$ cat config.mk
export PLATFORM = sky130hd
export DESIGN_NAME = i2c_master_transfer_sequencer
export DESIGN_NICKNAME = d
export VERILOG_FILES = /design/src/rtl/i2cmts_pkg.sv /design/src/rtl/i2cmts_core.sv /design/src/rtl/i2c_master_transfer_sequencer.sv
export SDC_FILE = /design/constraint.sdc
export NUM_CORES = 1
export LEC_CHECK = 0
export BUFFER_PORTS_ARGS = -buffer_cell sky130_fd_sc_hd__buf_4
export CAP_MARGIN = 20
export CORE_AREA = 2 2 192 118
export CTS_CLUSTER_SIZE = 16
export DETAILED_ROUTE_END_ITERATION = 8
export DIE_AREA = 0 0 194 120
export PLACE_DENSITY_LB_ADDON = 0.25
export SYNTH_ARGS = -nofsm -noshare
export SYNTH_HDL_FRONTEND = slang
export SYNTH_SLANG_ARGS = --single-unit
$ cat constraint.sdc
create_clock -name clk -period 7.2 [get_ports clk]
set_input_delay 0.36 -clock clk [delete_from_list [all_inputs] [get_ports clk]]
set_output_delay 0.36 -clock clk [all_outputs]
set_load 0.03 [all_outputs]
$ cat src/rtl/i2cmts_pkg.sv
// Types and codes for the I2C master transfer sequencer.
// No dependencies; imported by the core and the top level.
package i2cmts_pkg;

  localparam logic [1:0] MODE_TX     = 2'd0;
  localparam logic [1:0] MODE_RX     = 2'd1;
  localparam logic [1:0] MODE_STATUS = 2'd2;
  localparam logic [1:0] MODE_ERROR  = 2'd3;

  localparam int ST_SB     = 0;
  localparam int ST_ADDR   = 1;
  localparam int ST_BTF    = 2;
  localparam int ST_STOPF  = 3;
  localparam int ST_TXE    = 4;
  localparam int ST_RXNE   = 5;
  localparam int ST_MASTER = 6;
  localparam int ST_TRANS  = 7;

  localparam int EV_TX_DONE  = 0;
  localparam int EV_RX_DONE  = 1;
  localparam int EV_STOP     = 2;
  localparam int EV_SLAVE_RQ = 3;
  localparam int EV_SLAVE_RX = 4;

  localparam logic REG_ACK_CONTROL = 1'b0;

  typedef enum logic [1:0] {
    XFER_READY = 2'd0,
    XFER_TX    = 2'd1,
    XFER_RX    = 2'd2
  } xfer_state_t;

  typedef struct packed {
    logic [1:0] mode;
    logic [6:0] slave_addr;
    logic [7:0] length;
    logic       repeated_start;
    logic [7:0] tx_byte;
    logic [7:0] bus_data;
    logic [7:0] status_flags;
    logic [4:0] error_flags;
  } item_t;

  typedef struct packed {
    logic [1:0] prior_busy;
    logic       start_request;
    logic       data_write;
    logic [7:0] data_value;
    logic       stop_request;
    logic       ack_bit;
    logic       clear_address;
    logic       rx_valid;
    logic [7:0] rx_data;
    logic       tx_taken;
    logic [4:0] event_mask;
    logic [4:0] error_mask;
  } result_t;

endpackage

$ cat src/rtl/i2cmts_core.sv
// Transfer state registers and the single-pass step logic for one beat.
// Depends on i2cmts_pkg.
module i2cmts_core import i2cmts_pkg::*; (
  input  logic    clk,
  input  logic    rst,
  input  logic    fire,
  input  item_t   item,
  input  logic    ack_control,
  output result_t result
);

  xfer_state_t xfer_state, xfer_state_next;
  logic [7:0]  tx_left, tx_left_next;
  logic [7:0]  rx_left, rx_left_next;
  logic [7:0]  rx_total, rx_total_next;
  logic [6:0]  target_addr, target_addr_next;
  logic        keep_bus, keep_bus_next;
  logic        event_irq_on, event_irq_on_next;
  logic        buffer_irq_on, buffer_irq_on_next;
  logic        error_irq_on, error_irq_on_next;
  logic        ack_on, ack_on_next;

  always_ff @(posedge clk) begin
    if (rst) begin
      xfer_state    <= XFER_READY;
      tx_left       <= '0;
      rx_left       <= '0;
      rx_total      <= '0;
      target_addr   <= '0;
      keep_bus      <= 1'b0;
      event_irq_on  <= 1'b0;
      buffer_irq_on <= 1'b0;
      error_irq_on  <= 1'b0;
      ack_on        <= 1'b1;
    end else if (fire) begin
      xfer_state    <= xfer_state_next;
      tx_left       <= tx_left_next;
      rx_left       <= rx_left_next;
      rx_total      <= rx_total_next;
      target_addr   <= target_addr_next;
      keep_bus      <= keep_bus_next;
      event_irq_on  <= event_irq_on_next;
      buffer_irq_on <= buffer_irq_on_next;
      error_irq_on  <= error_irq_on_next;
      ack_on        <= ack_on_next;
    end
  end

  always_comb begin
    logic       evt_on;
    logic       buf_on;
    logic       master;
    logic       trans;
    logic [7:0] st;
    st     = item.status_flags;
    evt_on = event_irq_on;
    buf_on = buffer_irq_on;
    master = st[ST_MASTER];
    trans  = st[ST_TRANS];

    xfer_state_next    = xfer_state;
    tx_left_next       = tx_left;
    rx_left_next       = rx_left;
    rx_total_next      = rx_total;
    target_addr_next   = target_addr;
    keep_bus_next      = keep_bus;
    event_irq_on_next  = event_irq_on;
    buffer_irq_on_next = buffer_irq_on;
    error_irq_on_next  = error_irq_on;
    ack_on_next        = ack_on;

    result            = '0;
    result.prior_busy = xfer_state;

    unique case (item.mode)
      MODE_TX, MODE_RX: begin
        if (xfer_state != XFER_TX && xfer_state != XFER_RX) begin
          target_addr_next = item.slave_addr;
          keep_bus_next    = item.repeated_start;
          if (item.mode == MODE_TX) begin
            tx_left_next    = item.length;
            xfer_state_next = XFER_TX;
          end else begin
            rx_left_next    = item.length;
            rx_total_next   = item.length;
            xfer_state_next = XFER_RX;
          end
          result.start_request = 1'b1;
          event_irq_on_next    = 1'b1;
          buffer_irq_on_next   = 1'b1;
          error_irq_on_next    = 1'b1;
        end
      end
      MODE_STATUS: begin
        if (evt_on && st[ST_SB]) begin
          if (xfer_state == XFER_TX) begin
            result.data_write = 1'b1;
            result.data_value = {target_addr, 1'b0};
          end else if (xfer_state == XFER_RX) begin
            result.data_write = 1'b1;
            result.data_value = {target_addr, 1'b1};
          end
        end
        if (evt_on && st[ST_ADDR]) begin
          if (master && xfer_state == XFER_RX && rx_total == 8'd1) ack_on_next = 1'b0;
          result.clear_address = 1'b1;
        end
        if (evt_on && st[ST_BTF]) begin
          if (xfer_state == XFER_TX && st[ST_TXE] && tx_left == 8'd0) begin
            if (!keep_bus) result.stop_request = 1'b1;
            event_irq_on_next  = 1'b0;
            buffer_irq_on_next = 1'b0;
            xfer_state_next    = XFER_READY;
            tx_left_next       = '0;
            result.event_mask[EV_TX_DONE] = 1'b1;
          end
        end
        if (evt_on && st[ST_STOPF]) result.event_mask[EV_STOP] = 1'b1;
        if (evt_on && buf_on && st[ST_TXE]) begin
          if (master) begin
            if (xfer_state_next == XFER_TX && tx_left_next != 8'd0) begin
              result.data_write = 1'b1;
              result.data_value = item.tx_byte;
              result.tx_taken   = 1'b1;
              tx_left_next      = tx_left_next - 8'd1;
            end
          end else if (trans) begin
            result.event_mask[EV_SLAVE_RQ] = 1'b1;
          end
        end
        if (evt_on && buf_on && st[ST_RXNE]) begin
          if (master) begin
            if (xfer_state_next == XFER_RX) begin
              if (rx_total != 8'd0) begin
                if (rx_total > 8'd1 && rx_left == 8'd2) ack_on_next = 1'b0;
                result.rx_valid = 1'b1;
                result.rx_data  = item.bus_data;
                rx_left_next    = rx_left - 8'd1;
              end
              if (rx_left_next == 8'd0) begin
                if (!keep_bus) result.stop_request = 1'b1;
                event_irq_on_next  = 1'b0;
                buffer_irq_on_next = 1'b0;
                xfer_state_next    = XFER_READY;
                rx_left_next       = '0;
                rx_total_next      = '0;
                if (ack_control) ack_on_next = 1'b1;
                result.event_mask[EV_RX_DONE] = 1'b1;
              end
            end
          end else if (!trans) begin
            result.event_mask[EV_SLAVE_RX] = 1'b1;
          end
        end
      end
      MODE_ERROR: begin
        if (error_irq_on) result.error_mask = item.error_flags;
      end
      default: begin
      end
    endcase

    result.ack_bit = ack_on_next;
  end

endmodule

$ cat src/rtl/i2c_master_transfer_sequencer.sv
// Top level of the I2C master transfer sequencer: APB register, input beat
// register, output beat register. Depends on i2cmts_pkg and i2cmts_core.
//
//   channel  | handshake            | payload
//   ---------+----------------------+-------------------------------------------
//   input    | in_valid / in_stall  | mode .. error_flags
//   output   | out_valid / out_stall| prior_busy .. error_mask
//   config   | APB psel/penable     | ack_control at byte address 0
//
// One beat per cycle while not stalled; beats pass the input, then the output register.
// The step logic in the core runs once per beat as it moves between the two registers.
// rst is synchronous: transfer state goes ready, interrupts off, ack_control and ACK on.
// A stalled output holds its beat; the input register still takes one more beat.
module i2c_master_transfer_sequencer import i2cmts_pkg::*; (
  input  logic        clk,
  input  logic        rst,

  input  logic        psel,
  input  logic        penable,
  input  logic        pwrite,
  input  logic [2:0]  paddr,
  input  logic [31:0] pwdata,
  output logic [31:0] prdata,
  output logic        pready,

  input  logic        in_valid,
  output logic        in_stall,
  input  logic [1:0]  mode,
  input  logic [6:0]  slave_addr,
  input  logic [7:0]  length,
  input  logic        repeated_start,
  input  logic [7:0]  tx_byte,
  input  logic [7:0]  bus_data,
  input  logic [7:0]  status_flags,
  input  logic [4:0]  error_flags,

  output logic        out_valid,
  input  logic        out_stall,
  output logic [1:0]  prior_busy,
  output logic        start_request,
  output logic        data_write,
  output logic [7:0]  data_value,
  output logic        stop_request,
  output logic        ack_bit,
  output logic        clear_address,
  output logic        rx_valid,
  output logic [7:0]  rx_data,
  output logic        tx_taken,
  output logic [4:0]  event_mask,
  output logic [4:0]  error_mask
);

  logic    ack_control;
  logic    s1_valid;
  item_t   s1_item;
  result_t step_result;
  result_t out_beat;
  logic    advance;
  logic    cfg_write;

  assign pready    = 1'b1;
  assign cfg_write = psel && penable && pwrite && (paddr[2] == REG_ACK_CONTROL);
  assign prdata    = (paddr[2] == REG_ACK_CONTROL) ? {31'd0, ack_control} : 32'd0;

  always_ff @(posedge clk) begin
    if (rst) ack_control <= 1'b1;
    else if (cfg_write) ack_control <= pwdata[0];
  end

  assign advance  = s1_valid && (!out_valid || !out_stall);
  assign in_stall = s1_valid && !advance;

  always_ff @(posedge clk) begin
    if (rst) begin
      s1_valid  <= 1'b0;
      out_valid <= 1'b0;
    end else begin
      s1_valid  <= (in_valid && !in_stall) || (s1_valid && !advance);
      out_valid <= advance || (out_valid && out_stall);
    end
  end

  always_ff @(posedge clk) begin
    if (in_valid && !in_stall) begin
      s1_item <= '{mode: mode, slave_addr: slave_addr, length: length,
                   repeated_start: repeated_start, tx_byte: tx_byte,
                   bus_data: bus_data, status_flags: status_flags,
                   error_flags: error_flags};
    end
    if (advance) out_beat <= step_result;
  end

  i2cmts_core u_core (
    .clk         (clk),
    .rst         (rst),
    .fire        (advance),
    .item        (s1_item),
    .ack_control (ack_control),
    .result      (step_result)
  );

  assign prior_busy    = out_beat.prior_busy;
  assign start_request = out_beat.start_request;
  assign data_write    = out_beat.data_write;
  assign data_value    = out_beat.data_value;
  assign stop_request  = out_beat.stop_request;
  assign ack_bit       = out_beat.ack_bit;
  assign clear_address = out_beat.clear_address;
  assign rx_valid      = out_beat.rx_valid;
  assign rx_data       = out_beat.rx_data;
  assign tx_taken      = out_beat.tx_taken;
  assign event_mask    = out_beat.event_mask;
  assign error_mask    = out_beat.error_mask;

  a_start_from_ready: assert property (@(posedge clk) disable iff (rst)
    out_valid && start_request |-> prior_busy == 2'(XFER_READY))
    else $error("start request while busy");

  a_taken_writes: assert property (@(posedge clk) disable iff (rst)
    out_valid && tx_taken |-> data_write && !rx_valid)
    else $error("tx byte taken without data write");

  a_start_alone: assert property (@(posedge clk) disable iff (rst)
    out_valid && start_request |-> !rx_valid && !data_write && !stop_request)
    else $error("start request mixed with event actions");

  a_beat_held: assert property (@(posedge clk) disable iff (rst)
    in_stall |=> s1_valid)
    else $error("input register lost a stalled beat");

endmodule
-- Word-level counts from Yosys, hierarchy flattened
Cells that the tools add are included.
- $mul: 0
- $add $sub $neg: 2
- shift-type cells: 0
- equality and inequality tests: 18
- multiplexer cells: 85
- divide/modulo/power cells: 0
- bitwise operators: 4
- $lt $le $gt $ge: 1
- reduce and logical (&&, ||, !) cells: 47
- operator list (operator ; count):
    8-bit two-way mux ; 23
    9-bit two-way mux ; 7
    8-bit case mux with 2 select lines ; 3
    1-bit two-way mux ; 40
    1-bit logical AND ; 21
    2-bit two-way mux ; 9
    8-bit logical NOT ; 2
    8-bit nonzero test ; 2
    8-bit by 1-bit subtractor with 8-bit output, second input constant ; 2
    2-bit by 1-bit inequality test with 1-bit output, second input constant ; 6
    3-bit AND reduction ; 3
    2-bit equality test, second input constant ; 4
    8-bit by 1-bit equality test with 1-bit output, second input constant ; 1
    8-bit by 2-bit equality test with 1-bit output, second input constant ; 1
    8-bit by 1-bit greater-than comparator with 1-bit output, second input constant ; 1
    4-bit AND reduction ; 2
    8-bit AND reduction ; 1
    7-bit AND reduction ; 1
    2-bit by 1-bit equality test with 1-bit output, second input constant ; 3
    2-bit inequality test, second input constant ; 3
    3-bit OR reduction ; 2
    5-bit AND reduction ; 1
    1-bit logical NOT ; 4
    1-bit NOT ; 4
    other kinds (7) ; 11
- bits in registers: 123
- memories kept: 0
- output and inout port bits: 70
- input port bits: 89
- bits in read-only memories: 0
- word-level logic and storage cells: 194
- bits in latches: 0
- RAM bits: 0

-- Depth between registers and ports, before layout
- depth after elaboration: 17
- depth in mapped cells: 9
- depth with buffers taken out: 9

-- Cells and area by module
A second synthesis with hierarchy kept.
- cells, all modules: 487
- area, all modules: 5504.0 µm²
- modules (own cells, without submodules) (module ; cells each ; sequential area each (µm²) ; times used ; area each (µm²)):
    i2c_master_transfer_sequencer ; 132 ; 2522.4 ; 1 ; 2855.2
    i2cmts_core ; 355 ; 760.7 ; 1 ; 2648.8

-- Worst setup path before layout
Ideal clock, no wire load.
- path kind: reg-to-reg
- start: register out_valid
- end: register s1_item[0] (netlist bit) (enable)
- cell stages (with the launch flop): 3
- arrival: 2.865 ns
- clock period less this slack: 3.321 ns
- buffers on the path: 0
- setup time: 0.456 ns
- data required time: 6.744 ns
- slack: 3.879 ns
- cell sequence: dfxtp_1 and3_1 nor2b_1
- cells in the longest elaborated chain, start to end: 7
- ends and longest elaborated chain (element ; RTL line ; RTL):
    start, declared ; i2c_master_transfer_sequencer.sv:37 ; output logic out_valid,
    start signal, assigned ; i2c_master_transfer_sequencer.sv:79 ; out_valid <= advance || (out_valid && out_stall);
    1-bit logical NOT ; i2c_master_transfer_sequencer.sv:70 ; assign advance = s1_valid && (!out_valid || !out_stall);
    1-bit logical OR ; i2c_master_transfer_sequencer.sv:70 ;
    1-bit logical AND ; i2c_master_transfer_sequencer.sv:70 ;
    1-bit logical NOT ; i2c_master_transfer_sequencer.sv:71 ; assign in_stall = s1_valid && !advance;
    1-bit logical AND ; i2c_master_transfer_sequencer.sv:71 ;
    via in_stall ; i2c_master_transfer_sequencer.sv:27 ; output logic in_stall,
    1-bit logical NOT ; i2c_master_transfer_sequencer.sv:84 ; if (in_valid && !in_stall) begin
    1-bit logical AND ; i2c_master_transfer_sequencer.sv:84 ;
    end signal, assigned ; i2c_master_transfer_sequencer.sv:85 ; s1_item <= '{mode: mode, slave_addr: slave_addr, length: length,
    end, declared ; i2c_master_transfer_sequencer.sv:55 ; item_t s1_item;
The timed path passes the listed nets, and every way through them passes these cells.
A chain may end at the register's enable or synchronous reset.

-- Worst setup path after layout
- start: register u_core.xfer_state[0]
- end: register u_core.rx_left[0]
- cells in the longest elaborated chain, start to end: 9
- elaborated cells between the ends (all ways): 13
- those cells by class: eq/ne (6); mux (3); reduce/logical (4)
- ends and longest elaborated chain (element ; RTL line ; RTL):
    start, declared ; i2cmts_core.sv:12 ; xfer_state_t xfer_state, xfer_state_next;
    start signal, assigned ; i2cmts_core.sv:36 ; xfer_state <= xfer_state_next;
    2-bit by 1-bit equality test with 1-bit output ; i2cmts_core.sv:109 ; if (xfer_state == XFER_TX && st[ST_TXE] && tx_left == 8'd0) begin
    1-bit logical AND (2 in a row) ; i2cmts_core.sv:109 ;
    2-bit two-way mux ; i2cmts_core.sv:109 ;
    2-bit two-way mux ; i2cmts_core.sv:108 ; if (evt_on && st[ST_BTF]) begin
    2-bit two-way mux ; i2cmts_core.sv:75 ; unique case (item.mode)
    2-bit equality test ; i2cmts_core.sv:133 ; if (xfer_state_next == XFER_RX) begin
    2-bit by 1-bit inequality test with 1-bit output (no source line) ; -- ;
    7-bit AND reduction (no source line) * ; -- ;
    end signal, assigned ; i2cmts_core.sv:38 ; rx_left <= rx_left_next;
    end, declared ; i2cmts_core.sv:14 ; logic [7:0] rx_left, rx_left_next;
Every way passes the cells marked *; elsewhere a longest branch is shown, timed or not. The select of a mux whose other input is x is not followed.

==> metrics.md <==
| Metric | Value |
|---|---|
| Outcome | `complete, no violations` |
| Portion of the post-synthesis area used by sequential elements | `0.618` |
| Placed Area | `6210 µm²` |
| Kind of launch point of the worst setup path | `flop` |
| Share of the core filled with cells | `0.314` |
| Setup Total Neg Slack | `0 ns` |
| CTS HTree Levels | `4` |
| FFs w/ async S/R, synth | `0` |
| Count of non-filler cells in the finished layout | `852` |
| Unique masters post-synth | `62` |
| Rows | `42` |
| Total of flip-flops plus latches after synthesis | `123` |
| Die Area | `23,300 µm²` |
| Routed len/inst | `16.5 µm` |
| Chip height | `120 µm` |
| Number of enable flip-flop cells after synthesis | `82` |
| Vias in the first global route | `3,868` |
| Maximum cell stage delay along the critical path | `0.44 ns` |
| Post-route DRC | `0` |
| Ys flop type | `edfxtp_1` |
| Final critical-path required period | `2.73 ns` |
| Post-route cell area | `6800 µm²` |
| Vias/cell | `4.54` |
| CTS max path bufs | `2` |
| Hold buffer count at cts | `0` |
| Max-slew violation total from the final report | `0` |
| Largest clock skew in the final design | `0.00919 ns` |
| Max transition margin | `0.408` |
| Effective utilization at floorplan | `0.245` |
| Final weighted congestion of routability-driven global placement | `0.791` |
| Hold Vio Cnt, Final | `0` |
| Clock Sinks | `123` |
| Synth area leader | `edfxtp_1` |
| Die Width | `194 µm` |
| Number of maximum-capacitance violations | `0` |
| Number of nets in the layout | `647` |
| Initial antenna violation count | `1` |
| CP required | `7.49 ns` |
| VDD IR-drop max | `0.167 mV` |
| Global-route wire length before repair | `21.9 mm` |
| RSZ-0062 raised after global routing | `false` |
| Clock root buffer | `clkbuf_16` |
| Fmax | `366 MHz` |
| Number of top-level pins | `159` |
| P per Cell Area | `269 nW/µm²` |
| Area share of the largest cell type after synthesis | `0.463` |
| DRT antenna net count | `0` |
| Iteration-0 DRC Markers | `252` |
| Post-detail-place hpwl | `9.74 mm` |
| Critical Path Fanout Max | `15` |
| Cell with the largest stage delay on the worst path | `dfxtp_1` |
| CTS clk-pin slew, worst paths | `0.06 ns` |
| Leakage power total | `2.58 nW` |
| Category of the most critical setup path | `flop to flop` |
| CTS Buf Count | `17` |
| Number of placed instances, taps included | `818` |
| Class of the worst hold path | `input port to flop` |
| Count of buffers inserted at the top-level ports | `93` |
| Post_cts resized | `0` |
| Power after layout | `0.00183 W` |
| Transition time at the pin with the least slew margin | `0.882 ns` |
| GRT Residual Overflow | `0` |
| Yosys warning count | `0` |
| Global router's overall resource usage | `0.123` |
| Mean instance size in the synthesized netlist | `11.8 µm²` |
| Critical-path cell list | `inv_1 > ha_1 > nand2b_1 > inv_1 > o21ai_0 > o2bb2ai_1 > buf_4 > o21ai_0 > a22oi_1 > nor2_1` |
| Share of layout cells above drive strength 1 | `0.271` |
| Final clock period utilization by the worst path | `0.380` |
| # Post-CTS Setup Buffers | `0` |
| Total Wirelength | `14.0 mm` |
| Area of the core region | `21,700 µm²` |
| Most frequent standard cell in the layout excluding fill and tap cells | `buf_4` |
| Largest net degree at the start of global routing | `49` |
| Number of setup violations in the final report | `0` |
| Data arrival time of the worst path | `3.02 ns` |
| Clock tree from TritonCTS | `built` |
| Synthesized instance count | `450` |
| First-pass iteration count of the detailed router | `4` |
| Setup crit end kind | `flop` |
| Top library cells by usage in the layout, fill and taps aside | `98 x buf_4, 82 x edfxtp_1, 41 x dfxtp_1` |
| Cell types with the largest area share after synthesis | `edfxtp_1 46%, dfxtp_1 15%, buf_4 4.8%` |
| Synth-to-Final Area Change | `27.9%` |
| Total number of vias | `3,869` |
| Clk Latency, worst-skew pair | `0.41 ns` |
| Area of the mapped netlist | `5310 µm²` |
## stage by stage
step                      hold slack [ns]  setup slack [ns]
after floorplan                     0.429              3.88
after global placement              0.445              4.00
after detailed placement            0.447              3.90
after CTS                           0.103              3.86
after global routing               0.0943              4.27
final                               0.122              4.47
## path summary, 6_finish.rpt
| check | endpoint | from | cells after the start | slack [ns] |
|---|---|---|---|---|
| max | u_core.rx_left[0] | u_core.xfer_state[0] | 10 | 4.47 |
| min | s1_item[19] | bus_data[6] | 1 | 0.12 |
| max reg2reg | u_core.rx_left[0] | u_core.xfer_state[0] | 10 | 4.47 |
| min reg2reg | u_core.keep_bus | u_core.keep_bus | 2 | 0.46 |
## final cells by class
cell class	instances	area, µm²
clock inverters	15	149
inverters	13	48.8
multi-input cells	299	1800
repair buffers	98	736
flip-flops and latches	123	3280
clock buffers	17	425
fillers	2227	14900
well taps	286	358
diodes	1	2.50
## flip-flops by register name (all words and copies together), names as in the netlist, 2 cells and up
name	flops
u_core.xfer_state	2
u_core.rx_total	8
data_value	8
event_mask	5
u_core.tx_left	8
prior_busy	2
s1_item	47
rx_data	8
u_core.rx_left	8
error_mask	5
u_core.target_addr	7
## per-layer routing
layer | global-route usage | vias up | wire [µm]
met1 | 0.177 | 1915 | 7050
met2 | 0.171 | 122 | 5920
met4 | 0.0294 | 0 | 19
met5 | 0 | - | 0
li1 | - | 1830 | -
met3 | 0.0489 | 2 | 1050
## kinds of logic (layout without fill, tap and decap cells)
family,Yosys count,after routing,share of synthesized area
simple gates,149,149,0.149
flops,123,123,0.618
compound gates,107,107,0.142
buf+inv,58,143,0.0666
fa+ha+maj,6,6,0.0141
mux,3,3,0.00589
other cells,2,33,0.00141
xor+xnor,2,2,0.00330
## power by group
part           leakage, nW  switching, W  internal, W
sequential            1.13     0.0000239     0.000787
clock                0.273      0.000328     0.000509
combinational         1.17      0.000119    0.0000632
total                 2.58      0.000471      0.00136
## Yosys cell counts (all sizes together), types with 5 or more instances
| cell | count |
|---|---|
| ha | 6 |
| buf | 37 |
| inv | 13 |
| a21oi | 24 |
| a211oi | 5 |
| edfxtp | 82 |
| nand2 | 40 |
| nor2b | 5 |
| nor4 | 7 |
| o21ai | 18 |
| or3 | 5 |
| a31oi | 7 |
| and2 | 13 |
| clkbuf | 8 |
| dfxtp | 41 |
| nand3 | 13 |
| nor3 | 14 |
| a22oi | 6 |
| nand4 | 6 |
| nor2 | 26 |
| and3 | 7 |
| a22o | 16 |
## critical path: cells and delay by family (launching register included)
kind            cells  cell delay, ns
flops               1            0.44
compound gates      4            0.95
buf+inv             3            0.68
simple gates        2            0.15
fa+ha+maj           1            0.39
Power figures use the tool's default switching activity.
